[src/mcc_pkg.sv]
// ---------------------------------------------------------------------------
// mcc_pkg
// Types and constants shared by the MIDI parser / chord capture block.
// ---------------------------------------------------------------------------
`default_nettype none

package mcc_pkg;

   // largest chord emitted for one request
   localparam int RESULT_LIMIT = 16;

   localparam logic [7:0] BYTE_CLOCK    = 8'hF8;
   localparam logic [3:0] NIB_NOTE_OFF  = 4'h8;
   localparam logic [3:0] NIB_NOTE_ON   = 4'h9;
   localparam logic [3:0] NIB_CTRL      = 4'hB;

   typedef enum logic [1:0] {
      EV_NONE  = 2'd0,
      EV_CLOCK = 2'd1,
      EV_CTRL  = 2'd2,
      EV_NOTE  = 2'd3
   } kind_type;

   typedef enum logic [1:0] {
      CMD_CLOCK,
      CMD_CTRL,
      CMD_PRESS,
      CMD_RELEASE
   } cmd_type;

   typedef enum logic [1:0] {
      PH_STATUS,
      PH_DATA1,
      PH_DATA2
   } phase_type;

   typedef enum logic [1:0] {
      BK_IDLE,
      BK_SCAN,
      BK_EMIT
   } back_state_type;

   typedef struct packed {
      cmd_type    cmd;
      logic [6:0] num;
      logic [6:0] val;
   } cmd_entry_type;

endpackage

`default_nettype wire

[src/mcc_front.sv]
// ---------------------------------------------------------------------------
// mcc_front
// Running status parser: classifies raw bytes into commands for the back end.
// ---------------------------------------------------------------------------
`default_nettype none

module mcc_front (
   input  wire                    clock,
   input  wire                    reset,
   input  wire                    req_valid,
   output logic                   req_stall,
   input  wire  [7:0]             req_midi_byte,
   input  wire                    q_full,
   output logic                   q_push,
   output mcc_pkg::cmd_entry_type q_entry
);

   mcc_pkg::phase_type phase_ff, phase_in;
   logic [7:0]         status_ff, status_in;
   logic [6:0]         first_ff, first_in;
   logic               cmd_vld;
   logic               accept;
   logic [3:0]         hi_nib;

   assign hi_nib    = status_ff[7:4];
   assign req_stall = cmd_vld && q_full;
   assign accept    = req_valid && !req_stall;
   assign q_push    = accept && cmd_vld;

   // next state
   always_comb begin
      phase_in  = phase_ff;
      status_in = status_ff;
      first_in  = first_ff;
      if (accept && req_midi_byte != mcc_pkg::BYTE_CLOCK) begin
         if (req_midi_byte[7]) begin
            status_in = req_midi_byte;
            phase_in  = mcc_pkg::PH_DATA1;
         end else begin
            unique case (phase_ff)
               mcc_pkg::PH_DATA1: begin
                  first_in = req_midi_byte[6:0];
                  phase_in = mcc_pkg::PH_DATA2;
               end
               mcc_pkg::PH_DATA2: phase_in = mcc_pkg::PH_DATA1;
               default:           phase_in = phase_ff;
            endcase
         end
      end
   end

   // classification of the current byte
   always_comb begin
      cmd_vld       = 1'b0;
      q_entry.cmd   = mcc_pkg::CMD_CLOCK;
      q_entry.num   = 7'd0;
      q_entry.val   = 7'd0;
      if (req_midi_byte == mcc_pkg::BYTE_CLOCK) begin
         cmd_vld = 1'b1;
      end else if (!req_midi_byte[7] && phase_ff == mcc_pkg::PH_DATA2) begin
         q_entry.num = first_ff;
         q_entry.val = req_midi_byte[6:0];
         if (hi_nib == mcc_pkg::NIB_NOTE_ON && req_midi_byte != 8'd0) begin
            cmd_vld     = 1'b1;
            q_entry.cmd = mcc_pkg::CMD_PRESS;
         end else if (hi_nib == mcc_pkg::NIB_NOTE_OFF || hi_nib == mcc_pkg::NIB_NOTE_ON) begin
            cmd_vld     = 1'b1;
            q_entry.cmd = mcc_pkg::CMD_RELEASE;
         end else if (hi_nib == mcc_pkg::NIB_CTRL) begin
            cmd_vld     = 1'b1;
            q_entry.cmd = mcc_pkg::CMD_CTRL;
         end
      end
   end

   always_ff @(posedge clock) begin
      if (reset) begin
         phase_ff  <= mcc_pkg::PH_STATUS;
         status_ff <= 8'd0;
         first_ff  <= 7'd0;
      end else begin
         phase_ff  <= phase_in;
         status_ff <= status_in;
         first_ff  <= first_in;
      end
   end

endmodule

`default_nettype wire

[src/mcc_queue.sv]
// ---------------------------------------------------------------------------
// mcc_queue
// Two-entry command queue between parser and chord engine.
// ---------------------------------------------------------------------------
`default_nettype none

module mcc_queue (
   input  wire                    clock,
   input  wire                    reset,
   input  wire                    push,
   input  mcc_pkg::cmd_entry_type push_entry,
   output logic                   full,
   input  wire                    pop,
   output logic                   empty,
   output mcc_pkg::cmd_entry_type head_entry
);

   mcc_pkg::cmd_entry_type slot_ff [2];
   logic       wr_ptr_ff, wr_ptr_in;
   logic       rd_ptr_ff, rd_ptr_in;
   logic [1:0] count_ff, count_in;

   assign full       = (count_ff == 2'd2);
   assign empty      = (count_ff == 2'd0);
   assign head_entry = slot_ff[rd_ptr_ff];

   always_comb begin
      wr_ptr_in = push ? !wr_ptr_ff : wr_ptr_ff;
      rd_ptr_in = pop  ? !rd_ptr_ff : rd_ptr_ff;
      count_in  = count_ff;
      if (push && !pop)
         count_in = count_ff + 2'd1;
      else if (pop && !push)
         count_in = count_ff - 2'd1;
   end

   always_ff @(posedge clock) begin
      if (reset) begin
         wr_ptr_ff <= 1'b0;
         rd_ptr_ff <= 1'b0;
         count_ff  <= 2'd0;
      end else begin
         wr_ptr_ff <= wr_ptr_in;
         rd_ptr_ff <= rd_ptr_in;
         count_ff  <= count_in;
      end
   end

   always_ff @(posedge clock) begin
      if (push)
         slot_ff[wr_ptr_ff] <= push_entry;
   end

endmodule

`default_nettype wire

[src/mcc_back.sv]
// ---------------------------------------------------------------------------
// mcc_back
// Chord engine: keeps the capture set, checks duplicates, plays out chords.
// ---------------------------------------------------------------------------
`default_nettype none

module mcc_back #(
   parameter int Capacity = 16
) (
   input  wire                    clock,
   input  wire                    reset,
   input  wire                    q_empty,
   input  mcc_pkg::cmd_entry_type q_entry,
   output logic                   q_pop,
   output logic                   rsp_valid,
   input  wire                    rsp_stall,
   output logic [1:0]             rsp_event_kind,
   output logic [6:0]             rsp_number_field,
   output logic [6:0]             rsp_value_field,
   output logic [3:0]             rsp_chord_position,
   output logic                   rsp_last_of_run
);

   localparam int CNT_W = $clog2(Capacity + 1);
   localparam int IDX_W = (Capacity > 1) ? $clog2(Capacity) : 1;

   mcc_pkg::back_state_type state_ff, state_in;

   logic [6:0]       notes_ff [Capacity];
   logic [CNT_W-1:0] count_ff, count_in;
   logic [CNT_W-1:0] scan_ff, scan_in;
   logic             active_ff, active_in;
   logic [6:0]       lead_ff, lead_in;
   logic [6:0]       key_ff, key_in;

   logic             rsp_valid_ff, rsp_valid_in;
   mcc_pkg::kind_type kind_ff, kind_in;
   logic [6:0]       num_ff, num_in;
   logic [6:0]       val_ff, val_in;
   logic [3:0]       pos_ff, pos_in;
   logic             last_ff, last_in;

   logic             out_free;
   logic [6:0]       cur_note;
   logic             scan_end;
   logic             emit_last;
   logic             lead_hit;
   logic             note_we;

   assign out_free  = !rsp_valid_ff || !rsp_stall;
   assign cur_note  = notes_ff[scan_ff[IDX_W-1:0]];
   assign scan_end  = (scan_ff == count_ff);
   assign emit_last = ((scan_ff + CNT_W'(1)) == count_ff);
   assign lead_hit  = active_ff && (q_entry.num == lead_ff) && (count_ff != '0);

   assign rsp_valid          = rsp_valid_ff;
   assign rsp_event_kind     = kind_ff;
   assign rsp_number_field   = num_ff;
   assign rsp_value_field    = val_ff;
   assign rsp_chord_position = pos_ff;
   assign rsp_last_of_run    = last_ff;

   // next state
   always_comb begin
      state_in = state_ff;
      unique case (state_ff)
         mcc_pkg::BK_IDLE: begin
            if (!q_empty) begin
               if (q_entry.cmd == mcc_pkg::CMD_PRESS)
                  state_in = mcc_pkg::BK_SCAN;
               else if (q_entry.cmd == mcc_pkg::CMD_RELEASE && lead_hit)
                  state_in = mcc_pkg::BK_EMIT;
            end
         end
         mcc_pkg::BK_SCAN: begin
            if (scan_end || cur_note == key_ff)
               state_in = mcc_pkg::BK_IDLE;
         end
         mcc_pkg::BK_EMIT: begin
            if (out_free && emit_last)
               state_in = mcc_pkg::BK_IDLE;
         end
         default: state_in = mcc_pkg::BK_IDLE;
      endcase
   end

   // outputs and datapath
   always_comb begin
      q_pop        = 1'b0;
      note_we      = 1'b0;
      count_in     = count_ff;
      scan_in      = scan_ff;
      active_in    = active_ff;
      lead_in      = lead_ff;
      key_in       = key_ff;
      rsp_valid_in = rsp_valid_ff && rsp_stall;
      kind_in      = kind_ff;
      num_in       = num_ff;
      val_in       = val_ff;
      pos_in       = pos_ff;
      last_in      = last_ff;
      unique case (state_ff)
         mcc_pkg::BK_IDLE: begin
            if (!q_empty) begin
               case (q_entry.cmd)
                  mcc_pkg::CMD_CLOCK, mcc_pkg::CMD_CTRL: begin
                     if (out_free) begin
                        q_pop        = 1'b1;
                        rsp_valid_in = 1'b1;
                        pos_in       = 4'd0;
                        last_in      = 1'b1;
                        if (q_entry.cmd == mcc_pkg::CMD_CLOCK) begin
                           kind_in = mcc_pkg::EV_CLOCK;
                           num_in  = 7'd0;
                           val_in  = 7'd0;
                        end else begin
                           kind_in = mcc_pkg::EV_CTRL;
                           num_in  = q_entry.num;
                           val_in  = q_entry.val;
                        end
                     end
                  end
                  mcc_pkg::CMD_PRESS: begin
                     q_pop   = 1'b1;
                     key_in  = q_entry.num;
                     scan_in = '0;
                     // first note opens a fresh capture
                     if (!active_ff) begin
                        active_in = 1'b1;
                        lead_in   = q_entry.num;
                        count_in  = '0;
                     end
                  end
                  default: begin
                     q_pop   = 1'b1;
                     scan_in = '0;
                     if (lead_hit)
                        active_in = 1'b0;
                  end
               endcase
            end
         end
         mcc_pkg::BK_SCAN: begin
            if (scan_end) begin
               if (count_ff < CNT_W'(Capacity)) begin
                  note_we  = 1'b1;
                  count_in = count_ff + CNT_W'(1);
               end
            end else if (cur_note != key_ff) begin
               scan_in = scan_ff + CNT_W'(1);
            end
         end
         mcc_pkg::BK_EMIT: begin
            if (out_free) begin
               rsp_valid_in = 1'b1;
               kind_in      = mcc_pkg::EV_NOTE;
               num_in       = cur_note;
               val_in       = 7'd0;
               pos_in       = 4'(scan_ff);
               last_in      = emit_last;
               scan_in      = scan_ff + CNT_W'(1);
            end
         end
         default: begin
            q_pop = 1'b0;
         end
      endcase
   end

   always_ff @(posedge clock) begin
      if (reset) begin
         state_ff     <= mcc_pkg::BK_IDLE;
         count_ff     <= '0;
         scan_ff      <= '0;
         active_ff    <= 1'b0;
         lead_ff      <= 7'd0;
         rsp_valid_ff <= 1'b0;
      end else begin
         state_ff     <= state_in;
         count_ff     <= count_in;
         scan_ff      <= scan_in;
         active_ff    <= active_in;
         lead_ff      <= lead_in;
         rsp_valid_ff <= rsp_valid_in;
      end
   end

   always_ff @(posedge clock) begin
      key_ff  <= key_in;
      kind_ff <= kind_in;
      num_ff  <= num_in;
      val_ff  <= val_in;
      pos_ff  <= pos_in;
      last_ff <= last_in;
   end

   always_ff @(posedge clock) begin
      if (note_we)
         notes_ff[count_ff[IDX_W-1:0]] <= key_ff;
   end

   a_count_bound: assert property (@(posedge clock) disable iff (reset)
      count_ff <= CNT_W'(Capacity))
      else $error("capture count above capacity");

   a_emit_in_range: assert property (@(posedge clock) disable iff (reset)
      state_ff == mcc_pkg::BK_EMIT |-> scan_ff < count_ff)
      else $error("chord playout index past fill count");

   a_scan_in_range: assert property (@(posedge clock) disable iff (reset)
      state_ff == mcc_pkg::BK_SCAN |-> scan_ff <= count_ff)
      else $error("duplicate scan index past fill count");

   a_active_nonempty: assert property (@(posedge clock) disable iff (reset)
      (state_ff == mcc_pkg::BK_IDLE && active_ff) |-> count_ff != '0)
      else $error("open capture without lead note");

   a_valid_kind: assert property (@(posedge clock) disable iff (reset)
      rsp_valid_ff |-> kind_ff != mcc_pkg::EV_NONE)
      else $error("result with no event kind");

endmodule

`default_nettype wire

[src/midi_parser_chord_capture.sv]
// ---------------------------------------------------------------------------
// midi_parser_chord_capture
// MIDI running status parser with clock, control change and chord capture.
//
//   channel  ports                         carries
//   req      req_valid / req_stall         one raw MIDI byte per request
//   rsp      rsp_valid / rsp_stall         clock, controller or chord note
//
// A byte that yields no command is taken every cycle; a command waits only
// while the two-entry queue is full.
// Clock and controller commands leave the engine from idle once the output is free.
// A note-on walks the capture set one entry a cycle and stops at a duplicate.
// A closing note-off plays out the chord one note a cycle unless rsp_stall holds it.
// Synchronous reset empties queue and capture; rsp_stall freezes the output.
// ---------------------------------------------------------------------------
`default_nettype none

module midi_parser_chord_capture #(
   parameter int MAX_CHORD_NOTES = 16
) (
   input  wire        clock,
   input  wire        reset,
   input  wire        req_valid,
   output logic       req_stall,
   input  wire  [7:0] req_midi_byte,
   output logic       rsp_valid,
   input  wire        rsp_stall,
   output logic [1:0] rsp_event_kind,
   output logic [6:0] rsp_number_field,
   output logic [6:0] rsp_value_field,
   output logic [3:0] rsp_chord_position,
   output logic       rsp_last_of_run
);

   localparam int CAPACITY = (MAX_CHORD_NOTES < mcc_pkg::RESULT_LIMIT) ?
                             MAX_CHORD_NOTES : mcc_pkg::RESULT_LIMIT;

   logic                   q_push;
   logic                   q_full;
   logic                   q_pop;
   logic                   q_empty;
   mcc_pkg::cmd_entry_type push_entry;
   mcc_pkg::cmd_entry_type head_entry;

   mcc_front u_front (
      .clock         (clock),
      .reset         (reset),
      .req_valid     (req_valid),
      .req_stall     (req_stall),
      .req_midi_byte (req_midi_byte),
      .q_full        (q_full),
      .q_push        (q_push),
      .q_entry       (push_entry)
   );

   mcc_queue u_queue (
      .clock      (clock),
      .reset      (reset),
      .push       (q_push),
      .push_entry (push_entry),
      .full       (q_full),
      .pop        (q_pop),
      .empty      (q_empty),
      .head_entry (head_entry)
   );

   mcc_back #(
      .Capacity (CAPACITY)
   ) u_back (
      .clock              (clock),
      .reset              (reset),
      .q_empty            (q_empty),
      .q_entry            (head_entry),
      .q_pop              (q_pop),
      .rsp_valid          (rsp_valid),
      .rsp_stall          (rsp_stall),
      .rsp_event_kind     (rsp_event_kind),
      .rsp_number_field   (rsp_number_field),
      .rsp_value_field    (rsp_value_field),
      .rsp_chord_position (rsp_chord_position),
      .rsp_last_of_run    (rsp_last_of_run)
   );

endmodule

`default_nettype wire
[config.mk]
export PLATFORM = sky130hd
export DESIGN_NAME = midi_parser_chord_capture
export DESIGN_NICKNAME = d
export VERILOG_FILES = /design/src/mcc_pkg.sv /design/src/mcc_front.sv /design/src/mcc_queue.sv /design/src/mcc_back.sv /design/src/midi_parser_chord_capture.sv
export SDC_FILE = /design/constraint.sdc
export NUM_CORES = 1
export LEC_CHECK = 0
export BUFFER_PORTS_ARGS = -buffer_cell sky130_fd_sc_hd__clkbuf_2
export CAP_MARGIN = 40
export CORE_MARGIN = 1.5
export CORE_UTILIZATION = 55
export CTS_BUF_LIST = sky130_fd_sc_hd__clkbuf_4 sky130_fd_sc_hd__clkbuf_8 sky130_fd_sc_hd__clkbuf_16
export DETAILED_ROUTE_END_ITERATION = 6
export GPL_ROUTABILITY_DRIVEN = 0
export PLACE_DENSITY = 0.85
export SYNTH_ARGS = -nofsm -noshare
export SYNTH_HDL_FRONTEND = slang
export SYNTH_HIERARCHICAL = 1
export SYNTH_SLANG_ARGS = --single-unit
[constraint.sdc]
create_clock -name clock -period 2.8 [get_ports clock]
set_input_delay 0.14 -clock clock [delete_from_list [all_inputs] [get_ports clock]]
set_output_delay 0.14 -clock clock [all_outputs]
set_load 0.005 [all_outputs]
==> run metrics, run 1 <==
Tot GR Track Use=24.8%; initial antenna violation count=0; Fmax=316 MHz; placed instance area=9930 um2; Cell Area, Synth=9120 um2; Iter 0 DRT Violations=584; flops & latches, synth=215; CTS buffer count=22; DRT Wirelength=22200 um; failing checks=setup timing; num ports=35; Routed Antenna Nets=0; register area share after synthesis=66.1%; Critical Path RT=3.19 ns; area fraction of the dominant cell type after synthesis=56.6%; main combinational cell family by area after synthesis=multiplexers; layout cell share with drive strength beyond 1=29.0%; Syn Nets=655; cell row count=46; Peak supply drop=0.511 mV; largest net degree at the start of global routing=28; final period utilization=113%; H-tree depth=1; via/cell ratio=6.12; wire length per cell=22.5 um; Clock Latency Late Sink=0.52 ns; RSZ-0062 raised after global routing=yes; Layout Utilization=68.7%; post-route setup slack=-0.366 ns; status=finished, violations left; CTS max path bufs=3; Final min period=3.17 ns; DRC Markers=0; first-pass GRT wire length=33100 um; vias in the first global route=6048; Syn. warnings=6; synthesized area per cell=14.4 um2; Crit. End Element=flop; dpl hpwl=13400 um; Syn Inst Count=634; Post-Synth Adder-Cell Area=1.24%; area of the multi-input gates=3070 um2; die span in y=132 um; CTS Root Cell=clkbuf_16; FFs w/ async S/R, synth=0%; crit path launch type=flop; Final Max Slew Viols=0; Final Hold Viols=0; CP Max Fanout=6; XOR/XNOR Fraction of Synth Area=2.31%; Rel. slew slack=30.7%; Core ar.=16100 um2; PD cells=702 nW/um2; Initial Util=56.8%; Worst Setup Path Type=flop to flop; Synth Area in Compound Gates=6.92%; Final Cell Area=11000 um2; mux cell area share after synthesis=11.0%; largest area contributor in the netlist=edfxtp_1; clock-pin slew on the worst setup and hold paths=0.08 ns; DIE AREA=17400 um2; Least-Margin Pin Slew=1.03 ns; Max-Cap Viols=0; PortBufs=34; via count=6027; Final #Nets=773; CP Data Arrival Time=3.55 ns; Leak=3.82 nW; HP Class=input port to flop; worst slack, placed=-0.216 ns; Main synth FF type=edfxtp_1; register area=6030 um2; Synth area leaders=edfxtp_1 (57%), dfxtp_1 (9.4%), mux2i_1 (4.8%); synth unique cells=71; GR Overflow Total=0; number of synthesized flops with an enable pin=172; FILL cells=991; Post-Synth Simple-Gate Area=10.2%; Area Growth Syn to Fin=21.0%; TritonCTS clock tree=built; Final setup viols=11; drt first pass iters=7; Clock Sinks=215; clock skew=0.0294 ns; die width=132 um
[cell usage after synthesis, types with 6 or more instances]
| master | instances |
|---|---|
| dfxtp_1 | 43 |
| nor2_1 | 49 |
| o21ai_0 | 16 |
| nand2_1 | 22 |
| a21oi_1 | 18 |
| clkbuf_1 | 10 |
| a22oi_1 | 6 |
| nand3_1 | 10 |
| mux2_2 | 25 |
| buf_2 | 11 |
| and2_1 | 27 |
| or3_1 | 6 |
| nor3_1 | 17 |
| edfxtp_1 | 172 |
| xor2_1 | 15 |
| inv_1 | 18 |
| mux4_2 | 9 |
| xnor2_1 | 9 |
| nor2b_1 | 9 |
| ha_1 | 9 |
| nand2b_1 | 8 |
| mux2i_1 | 44 |
[through the flow]
step                hold WS (ns)  total power [mW]  setup TNS, ns  instances
CTS                      0.00719              7.72          -1.94        981
floorplan                  0.209              4.45              0        634
global route              0.0255              8.00          -3.47        984
finish                    0.0231              7.75          -2.94        985
global placement           0.406              4.75         -0.260        924
detailed placement         0.431              4.80          -1.49        925
[cell families after synthesis]
kind of cell	Yosys count
adder cells (fa/ha/maj)	9
multiplexers	81
AND/OR/NAND/NOR	175
AO/OA/AOI/OAI	87
XOR/XNOR	24
flip-flops	215
buffers and inverters	43
[state kept, by name, summed over array words and instances (netlist names), 2 cells and up, named ones only]
register,flops
u_back/count_ff,5
u_back/key_ff,7
u_back/lead_ff,7
u_back/notes_ff,112
u_back/rsp_chord_position,4
u_back/rsp_event_kind,2
u_back/rsp_number_field,7
u_back/rsp_value_field,7
u_back/scan_ff,5
u_back/state_ff,2
u_front/first_ff,7
u_front/phase_ff,2
u_front/status_ff,4
u_queue/count_ff,2
u_queue/slot_ff,32
[worst paths after layout]
check / slack (ns) / cells after the start / to / start
max reg2reg: -0.37 / 11 / flop / flop
max: -0.37 / 11 / flop / flop
min: 0.02 / 3 / u_front/status_ff[7]$_SDFFE_PP0P_ / req_valid
min reg2reg: 0.45 / 2 / u_front/status_ff[7]$_SDFFE_PP0P_ / u_front/status_ff[7]$_SDFFE_PP0P_
[layout by cell type (no fill, tap or decap), drive strengths merged, types with 6 or more instances in the layout]
master	synthesis	routed
nand2b	8	8
dfxtp	43	43
xor2	15	15
ha	9	9
nand2	22	22
mux4	12	12
mux2i	44	44
nor2b	9	9
or3	7	7
buf	14	76
edfxtp	172	172
nor2	49	49
xnor2	9	9
nor3	17	17
and2	29	29
nand3	10	10
o21ai	16	16
dlygate4sd3	0	8
a22oi	6	6
inv	19	20
a21oi	18	18
mux2	25	25
clkbuf	10	66
[critical path, stage by stage (launching register included)]
cell     delay (ns)
dfxtp_4        0.40
buf_12         0.14
mux4_2         0.55
or4_4          0.43
and4b_1        0.22
nand3_1        0.09
nand4_1        0.17
buf_4          0.20
nor4_4         0.26
buf_6          0.16
o21ai_4        0.06
a21oi_2        0.35
[layout make-up]
class | instances | area share (%)
Timing Repair Buffer | 118 | 7.84
Clock inverter | 8 | 0.658
Tap cell | 216 | 2.45
Clock buffer | 32 | 5.89
Multi-Input combinational cell | 376 | 27.8
Sequential cell | 215 | 54.7
Inverter | 19 | 0.646
Antenna cell | 1 | 0.0227
[what timing repair did]
item	CTS	global route
pin swaps	17	14
endpoints found under the setup margin	11	11
gates resized for setup	29	21
buffers inserted	8	3
hold endpoints to repair	11	0
hold buffers	8	0
[layer usage]
metal,part of all wire (%),GRT usage [%],up-vias
met4,3.7,10.6,0
met2,50,42.3,348
met3,8.7,3.81,73
met1,38,31.7,2977
met5,0,0,-
li1,-,-,2629
[power by group]
| part | internal [mW] | switching [mW] |
|---|---|---|
| clock | 1.71 | 1.17 |
| combinational | 0.457 | 0.656 |
| sequential | 3.65 | 0.103 |
Power figures use the tool's default switching activity.
==> inputs of run 2 (changes only) <==
--- a/config.mk
+++ b/config.mk
@@ -10,9 +10,11 @@
 export CORE_MARGIN = 1.5
 export CORE_UTILIZATION = 55
 export CTS_BUF_LIST = sky130_fd_sc_hd__clkbuf_4 sky130_fd_sc_hd__clkbuf_8 sky130_fd_sc_hd__clkbuf_16
+export CTS_CLUSTER_SIZE = 8
 export DETAILED_ROUTE_END_ITERATION = 6
 export GPL_ROUTABILITY_DRIVEN = 0
 export PLACE_DENSITY = 0.85
+export SLEW_MARGIN = 5
 export SYNTH_ARGS = -nofsm -noshare
 export SYNTH_HDL_FRONTEND = slang
 export SYNTH_HIERARCHICAL = 1
==> constraint.sdc (replaced) <==
create_clock -name clock -period 2.9 [get_ports clock]
set_input_delay 0.145 -clock clock [delete_from_list [all_inputs] [get_ports clock]]
set_output_delay 0.145 -clock clock [all_outputs]
set_load 0.005 [all_outputs]
==> run 2 against run 1 <==
Effect of this change: the flow still finishes with violations (setup timing); cell area rose by 0.94%; die area unchanged; cell count down 0.10%; fmax is 2.5% higher; first-iteration DRC count increased by 13%; highest routed layer unchanged.
==> run metrics, run 2 (synthesis results as in run 1) <==
most frequent cells in the layout=edfxtp_1 (172), buf_4 (62), nor2_1 (49) (was edfxtp_1 (172), buf_4 (69), nor2_1 (48)); setup TNS=-1.70 ns (was -2.94 ns); clock network power share=40.6% (was 37.2%); die width=132 um (unchanged); post-route setup slack=-0.190 ns (was -0.366 ns); Clock Latency Late Sink=0.54 ns (was 0.52 ns); PD cells=717 nW/um2 (was 702 nW/um2); via count=6098 (was 6027); Post-Route M1 WL=8780 um (was 8370 um); P_sw=1.96 mW (was 1.93 mW); Area Growth Syn to Fin=22.2% (was 21.0%); CTS buffer count=30 (was 22); largest net degree at the start of global routing=46 (was 28); layout cell share with drive strength beyond 1=28.0% (was 29.0%); n_diodes=0 (was 1); switching share of power=24.6% (was 24.9%); failing checks=setup timing (unchanged); DRT Wirelength=23200 um (was 22200 um); Final setup viols=11 (unchanged); worst slack, placed=-0.184 ns (was -0.216 ns); Hold EP=u_front/status_ff[7]$_SDFFE_PP0P_ (unchanged); Max Used Layer=met4 (unchanged); Clock Sinks=215 (unchanged); dpl hpwl=13300 um (was 13400 um); Final Hold Viols=0 (unchanged); via/cell ratio=6.20 (was 6.12); DIE AREA=17400 um2 (unchanged); Seq pwr share=45.4% (was 48.4%); Final #Nets=777 (was 773); vias in the first global route=6449 (was 6048); status=finished, violations left (unchanged); Logic pwr share=13.9% (was 14.4%); CP Data Arrival Time=3.54 ns (was 3.55 ns); RR Endpoint=u_back/state_ff[1]$_SDFFE_PP0P_; final period utilization=107% (was 113%); Iter 0 DRT Violations=661 (was 584); FILL cells=948 (was 991); Leak=3.87 nW (was 3.82 nW); CP Max Fanout=5 (was 6); Initial Util=56.8% (unchanged); clock-pin slew on the worst setup and hold paths=0.05 ns (was 0.08 ns); die span in y=132 um (unchanged); H-tree depth=1 (unchanged); reg2reg path depth=10 (was 11); crit path launch type=flop (unchanged); hold depth=3 (unchanged); TritonCTS clock tree=built (unchanged); Least-Margin Pin Slew=0.994 ns (was 1.03 ns); met3 WL=1650 um (was 1940 um); GR Overflow Total=0 (unchanged); Routed Antenna Nets=0 (unchanged); first-pass GRT wire length=35700 um (was 33100 um); Core ar.=16100 um2 (unchanged); Tot GR Track Use=26.7% (was 24.8%); Crit. End Element=flop (unchanged); Pint=6.02 mW (was 5.82 mW); Rel. slew slack=33.7% (was 30.7%); Worst Setup Path Type=flop to flop (unchanged); wire length per cell=23.6 um (was 22.5 um); Final Max Slew Viols=0 (unchanged); CTS Root Cell=clkbuf_16 (unchanged); CTS max path bufs=3 (unchanged); HP Class=input port to flop (unchanged); met2 wire len=11800 um (was 11000 um); Fmax=324 MHz (was 316 MHz); Peak supply drop=0.771 mV (was 0.511 mV); num ports=35 (unchanged); Min Hold Slack=0.0317 ns (was 0.0231 ns); DRC Markers=0 (unchanged); Max-Cap Viols=0 (unchanged); max reg flops=112 (unchanged); most common cell after layout, fill and taps aside=edfxtp_1 (unchanged); drt first pass iters=5 (was 7); clock skew=0.0187 ns (was 0.0294 ns); PortBufs=34 (unchanged); HP Start=req_midi_byte[7] (was req_valid); initial antenna violation count=0 (unchanged); Critical Path RT=3.35 ns (was 3.19 ns); cell row count=46 (unchanged); Final min period=3.09 ns (was 3.17 ns); R2R setup slack=-0.19 ns (was -0.37 ns); RSZ-0062 raised after global routing=yes (unchanged)
[run 2: worst max path at each step]
stage / start / endpoint / depth (start not counted)
final: flop / u_back/state_ff[1]$_SDFFE_PP0P_ / 10
after floorplan: flop / u_back/state_ff[0]$_SDFFE_PP0P_ / 10
after CTS: flop / u_back/state_ff[1]$_SDFFE_PP0P_ / 9
after global placement: flop / u_back/state_ff[1]$_SDFFE_PP0P_ / 10
after global routing: flop / flop / 11
after detailed placement: flop / flop / 8
[run 2: power groups by stage]
stage               registers (mW)  logic [mW]  clock network [mW]
floorplan                     3.65       0.642                   0
global placement              3.67       0.915                   0
detailed placement            3.68       0.961                   0
CTS                           3.63        1.03                3.25
global route                  3.64        1.19                3.39
finish                        3.63        1.11                3.24
[run 2: critical path, cell delays in order (launching register included)]
cell and delay, ns:
dfxtp_4 0.37, buf_6 0.13, mux4_2 0.51, or4_1 0.42, and4b_1 0.22, nand3_1 0.09, nand4_1 0.20, buf_4 0.21
o311a_4 0.33, or3_4 0.38, a21oi_2 0.12
[run 2: layout make-up]
class	count	area, um2	area share (%)
multi-input cells	376	3000	26.9
flip-flops and latches	215	6040	54.2
inverters	19	71.3	0.640
repair buffers	114	887	7.96
clock buffers	44	873	7.84
well taps	216	270	2.43
[run 2: routing by layer]
| layer | track usage (%) | vias to the layer above |
|---|---|---|
| li1 | - | 2649 |
| met1 | 33.1 | 3025 |
| met2 | 45.5 | 336 |
| met4 | 12.8 | 0 |
| met5 | 0 | - |
| met3 | 5.19 | 88 |
[run 2: what timing repair did]
action                                  CTS  global route
gates cloned                              2             0
resized for setup                        19            17
endpoints found under the setup margin   11            12
hold endpoints to repair                 20             0
hold buffers                              9             0
pin swaps                                 7             8
buffers inserted                         17             6
[run 2: stage by stage]
step,std cells,util (%),power (mW),area (um2)
after floorplan,634,-,4.30,9120
after global placement,910,61.4,4.59,9850
after detailed placement,911,61.4,4.64,9860
after CTS,983,68.7,7.91,11000
after global routing,984,69.4,8.22,11100
final,984,69.4,7.98,11100
==> inputs of run 3 (changes only) <==
--- a/config.mk
+++ b/config.mk
@@ -7,13 +7,15 @@
 export LEC_CHECK = 0
 export BUFFER_PORTS_ARGS = -buffer_cell sky130_fd_sc_hd__clkbuf_2
 export CAP_MARGIN = 40
+export CELL_PAD_IN_SITES_DETAIL_PLACEMENT = 1
+export CELL_PAD_IN_SITES_GLOBAL_PLACEMENT = 2
 export CORE_MARGIN = 1.5
-export CORE_UTILIZATION = 55
+export CORE_UTILIZATION = 45
 export CTS_BUF_LIST = sky130_fd_sc_hd__clkbuf_4 sky130_fd_sc_hd__clkbuf_8 sky130_fd_sc_hd__clkbuf_16
 export CTS_CLUSTER_SIZE = 8
 export DETAILED_ROUTE_END_ITERATION = 6
 export GPL_ROUTABILITY_DRIVEN = 0
-export PLACE_DENSITY = 0.85
+export PLACE_DENSITY = 0.89
 export SLEW_MARGIN = 5
 export SYNTH_ARGS = -nofsm -noshare
 export SYNTH_HDL_FRONTEND = slang
==> constraint.sdc (replaced) <==
create_clock -name clock -period 3.2 [get_ports clock]
set_input_delay 0.16 -clock clock [delete_from_list [all_inputs] [get_ports clock]]
set_output_delay 0.16 -clock clock [all_outputs]
set_load 0.005 [all_outputs]
==> run 3 against run 2 <==
Effect of this change: the flow now finishes without violations; clock skew decreased by 0.0043 ns; cell count up 3.7%; count of clock-buffer cells in the layout rose by 12; worst setup slack improved by 0.22 ns; hold slack got worse by 0.021 ns; clock power shrank 3%; via count down 2.5%; first-iteration DRC count shrank 40%; routed wire length is 5.7% higher; core utilization down 13 points; critical path depth shrank 1; die area rose by 22%; critical path type unchanged; critical endpoint unchanged.
==> run metrics, run 3 (synthesis results as in run 1) <==
CP Data Arrival Time=3.62 ns (was 3.54 ns); max reg flops=112 (unchanged); layout cell share with drive strength beyond 1=25.7% (was 28.0%); DIE AREA=21100 um2 (was 17400 um2); GR Overflow Total=0 (unchanged); crit path launch type=flop (unchanged); Max-Cap Viols=0 (unchanged); HP Class=input port to flop (unchanged); drt first pass iters=5 (unchanged); area of the multi-input gates=2940 um2 (was 3000 um2); TritonCTS clock tree=built (unchanged); Final #Nets=752 (was 777); Core ar.=19700 um2 (was 16100 um2); status=completed (was finished, violations left); PD cells=673 nW/um2 (was 717 nW/um2); HP Start=reset (was req_midi_byte[7]); Fmax=315 MHz (was 324 MHz); Rel. slew slack=42.6% (was 33.7%); CTS buffer count=30 (unchanged); most frequent cells in the layout=edfxtp_1 (172), nor2_1 (49), mux2i_1 (44) (was edfxtp_1 (172), buf_4 (62), nor2_1 (49)); Clock Sinks=215 (unchanged); wire length per cell=24.1 um (was 23.6 um); cell row count=51 (was 46); Least-Margin Pin Slew=0.858 ns (was 0.994 ns); PortBufs=34 (unchanged); register area=6030 um2 (was 6040 um2); Final min period=3.17 ns (was 3.09 ns); clock-pin slew on the worst setup and hold paths=0.06 ns (was 0.05 ns); CTS Root Cell=clkbuf_16 (unchanged); num ports=35 (unchanged); met1 usage=28.7% (was 33.1%); Initial Util=46.4% (was 56.8%); Routed Antenna Nets=0 (unchanged); placed instance area=9830 um2 (was 9860 um2); most common cell after layout, fill and taps aside=edfxtp_1 (unchanged); Layout Utilization=56.0% (was 69.4%); DRT Wirelength=24600 um (was 23200 um); die span in y=145 um (was 132 um); met3 global-route usage=3.82% (was 5.19%); via count=5945 (was 6098); Critical Path RT=3.64 ns (was 3.35 ns); Final Max Slew Viols=0 (unchanged); Final Cell Area=11000 um2 (was 11100 um2); Leak=3.77 nW (was 3.87 nW); Final Hold Viols=0 (unchanged); Final setup viols=0 (was 11); met2 usage in global routing=40.3% (was 45.5%); first-pass GRT wire length=37700 um (was 35700 um); Clock Latency Late Sink=0.53 ns (was 0.54 ns); initial antenna violation count=0 (unchanged); final period utilization=99.2% (was 107%); CTS max path bufs=3 (unchanged); Tot GR Track Use=23.2% (was 26.7%); vias in the first global route=6353 (was 6449); via/cell ratio=5.83 (was 6.20); clock skew=0.0143 ns (was 0.0187 ns); CP Max Fanout=4 (was 5); busiest layer in global routing=met2 (unchanged); die width=145 um (was 132 um); Worst Setup Path Type=flop to flop (unchanged); Crit. End Element=flop (unchanged); Iter 0 DRT Violations=397 (was 661); Area Growth Syn to Fin=20.6% (was 22.2%); dpl hpwl=15400 um (was 13300 um); FILL cells=1967 (was 948); DRC Markers=0 (unchanged); Peak supply drop=0.354 mV (was 0.771 mV); n_diodes=0 (unchanged); largest net degree at the start of global routing=35 (was 46); H-tree depth=1 (unchanged)
run 3: routing by layer:
metal / wire length (um) / vias to the layer above
li1: - / 2608
met1: 9850 / 3017
met2: 12500 / 254
met3: 1380 / 66
met4: 855 / 0
met5: 0 / -
run 3: cell type report:
type	instances	area share (%)
clock buffers	56	8.76
multi-input cells	376	26.7
flip-flops and latches	215	54.9
repair buffers	89	5.98
well taps	265	3.02
inverters	19	0.649
run 3: repair_timing:
action / CTS / global route
gates resized for setup: 2 / 17
setup buffers: 2 / 4
gates cloned: 0 / 0
pin swaps: 3 / 5
setup endpoints to repair: 8 / 11
hold endpoints to repair: 18 / 0
hold buffers: 9 / 0
run 3: worst paths after layout:
check | slack (ns) | end | depth (start not counted)
worst min register to register | 0.45 | u_front/status_ff[7]$_SDFFE_PP0P_ | 2
worst max register to register | 0.03 | u_back/state_ff[1]$_SDFFE_PP0P_ | 9
worst max-delay path | 0.03 | u_back/state_ff[1]$_SDFFE_PP0P_ | 9
worst min-delay path | 0.01 | u_back/active_ff$_SDFFE_PP0P_ | 2
run 3: worst max-delay path, cell delays in order (launching register included):
cell and delay, ns:
dfxtp_4 0.38, buf_6 0.13, mux4_2 0.54, a22o_1 0.24
a221oi_2 0.26, xor2_1 0.26, nand4_1 0.19, o311a_1 0.44
or3_1 0.41, a21oi_1 0.22
run 3: stage by stage:
step	std cells	power, mW	setup TNS (ns)	setup WS [ns]	hold WS, ns
finish	1020	7.40	0	0.0262	0.0104
global route	1020	7.63	-0.0543	-0.0239	0.0277
CTS	1016	7.41	0	0.00241	0.00347
detailed placement	949	4.24	-0.348	-0.107	0.437
global placement	947	4.16	0	0.203	0.433
floorplan	634	3.89	0	0.519	0.229
run 3: power by group:
group / switching [mW] / leakage (nW) / internal, mW
logic: 0.585 / 1.40 / 0.371
registers: 0.102 / 1.88 / 3.20
clock network: 1.14 / 0.497 / 2.01
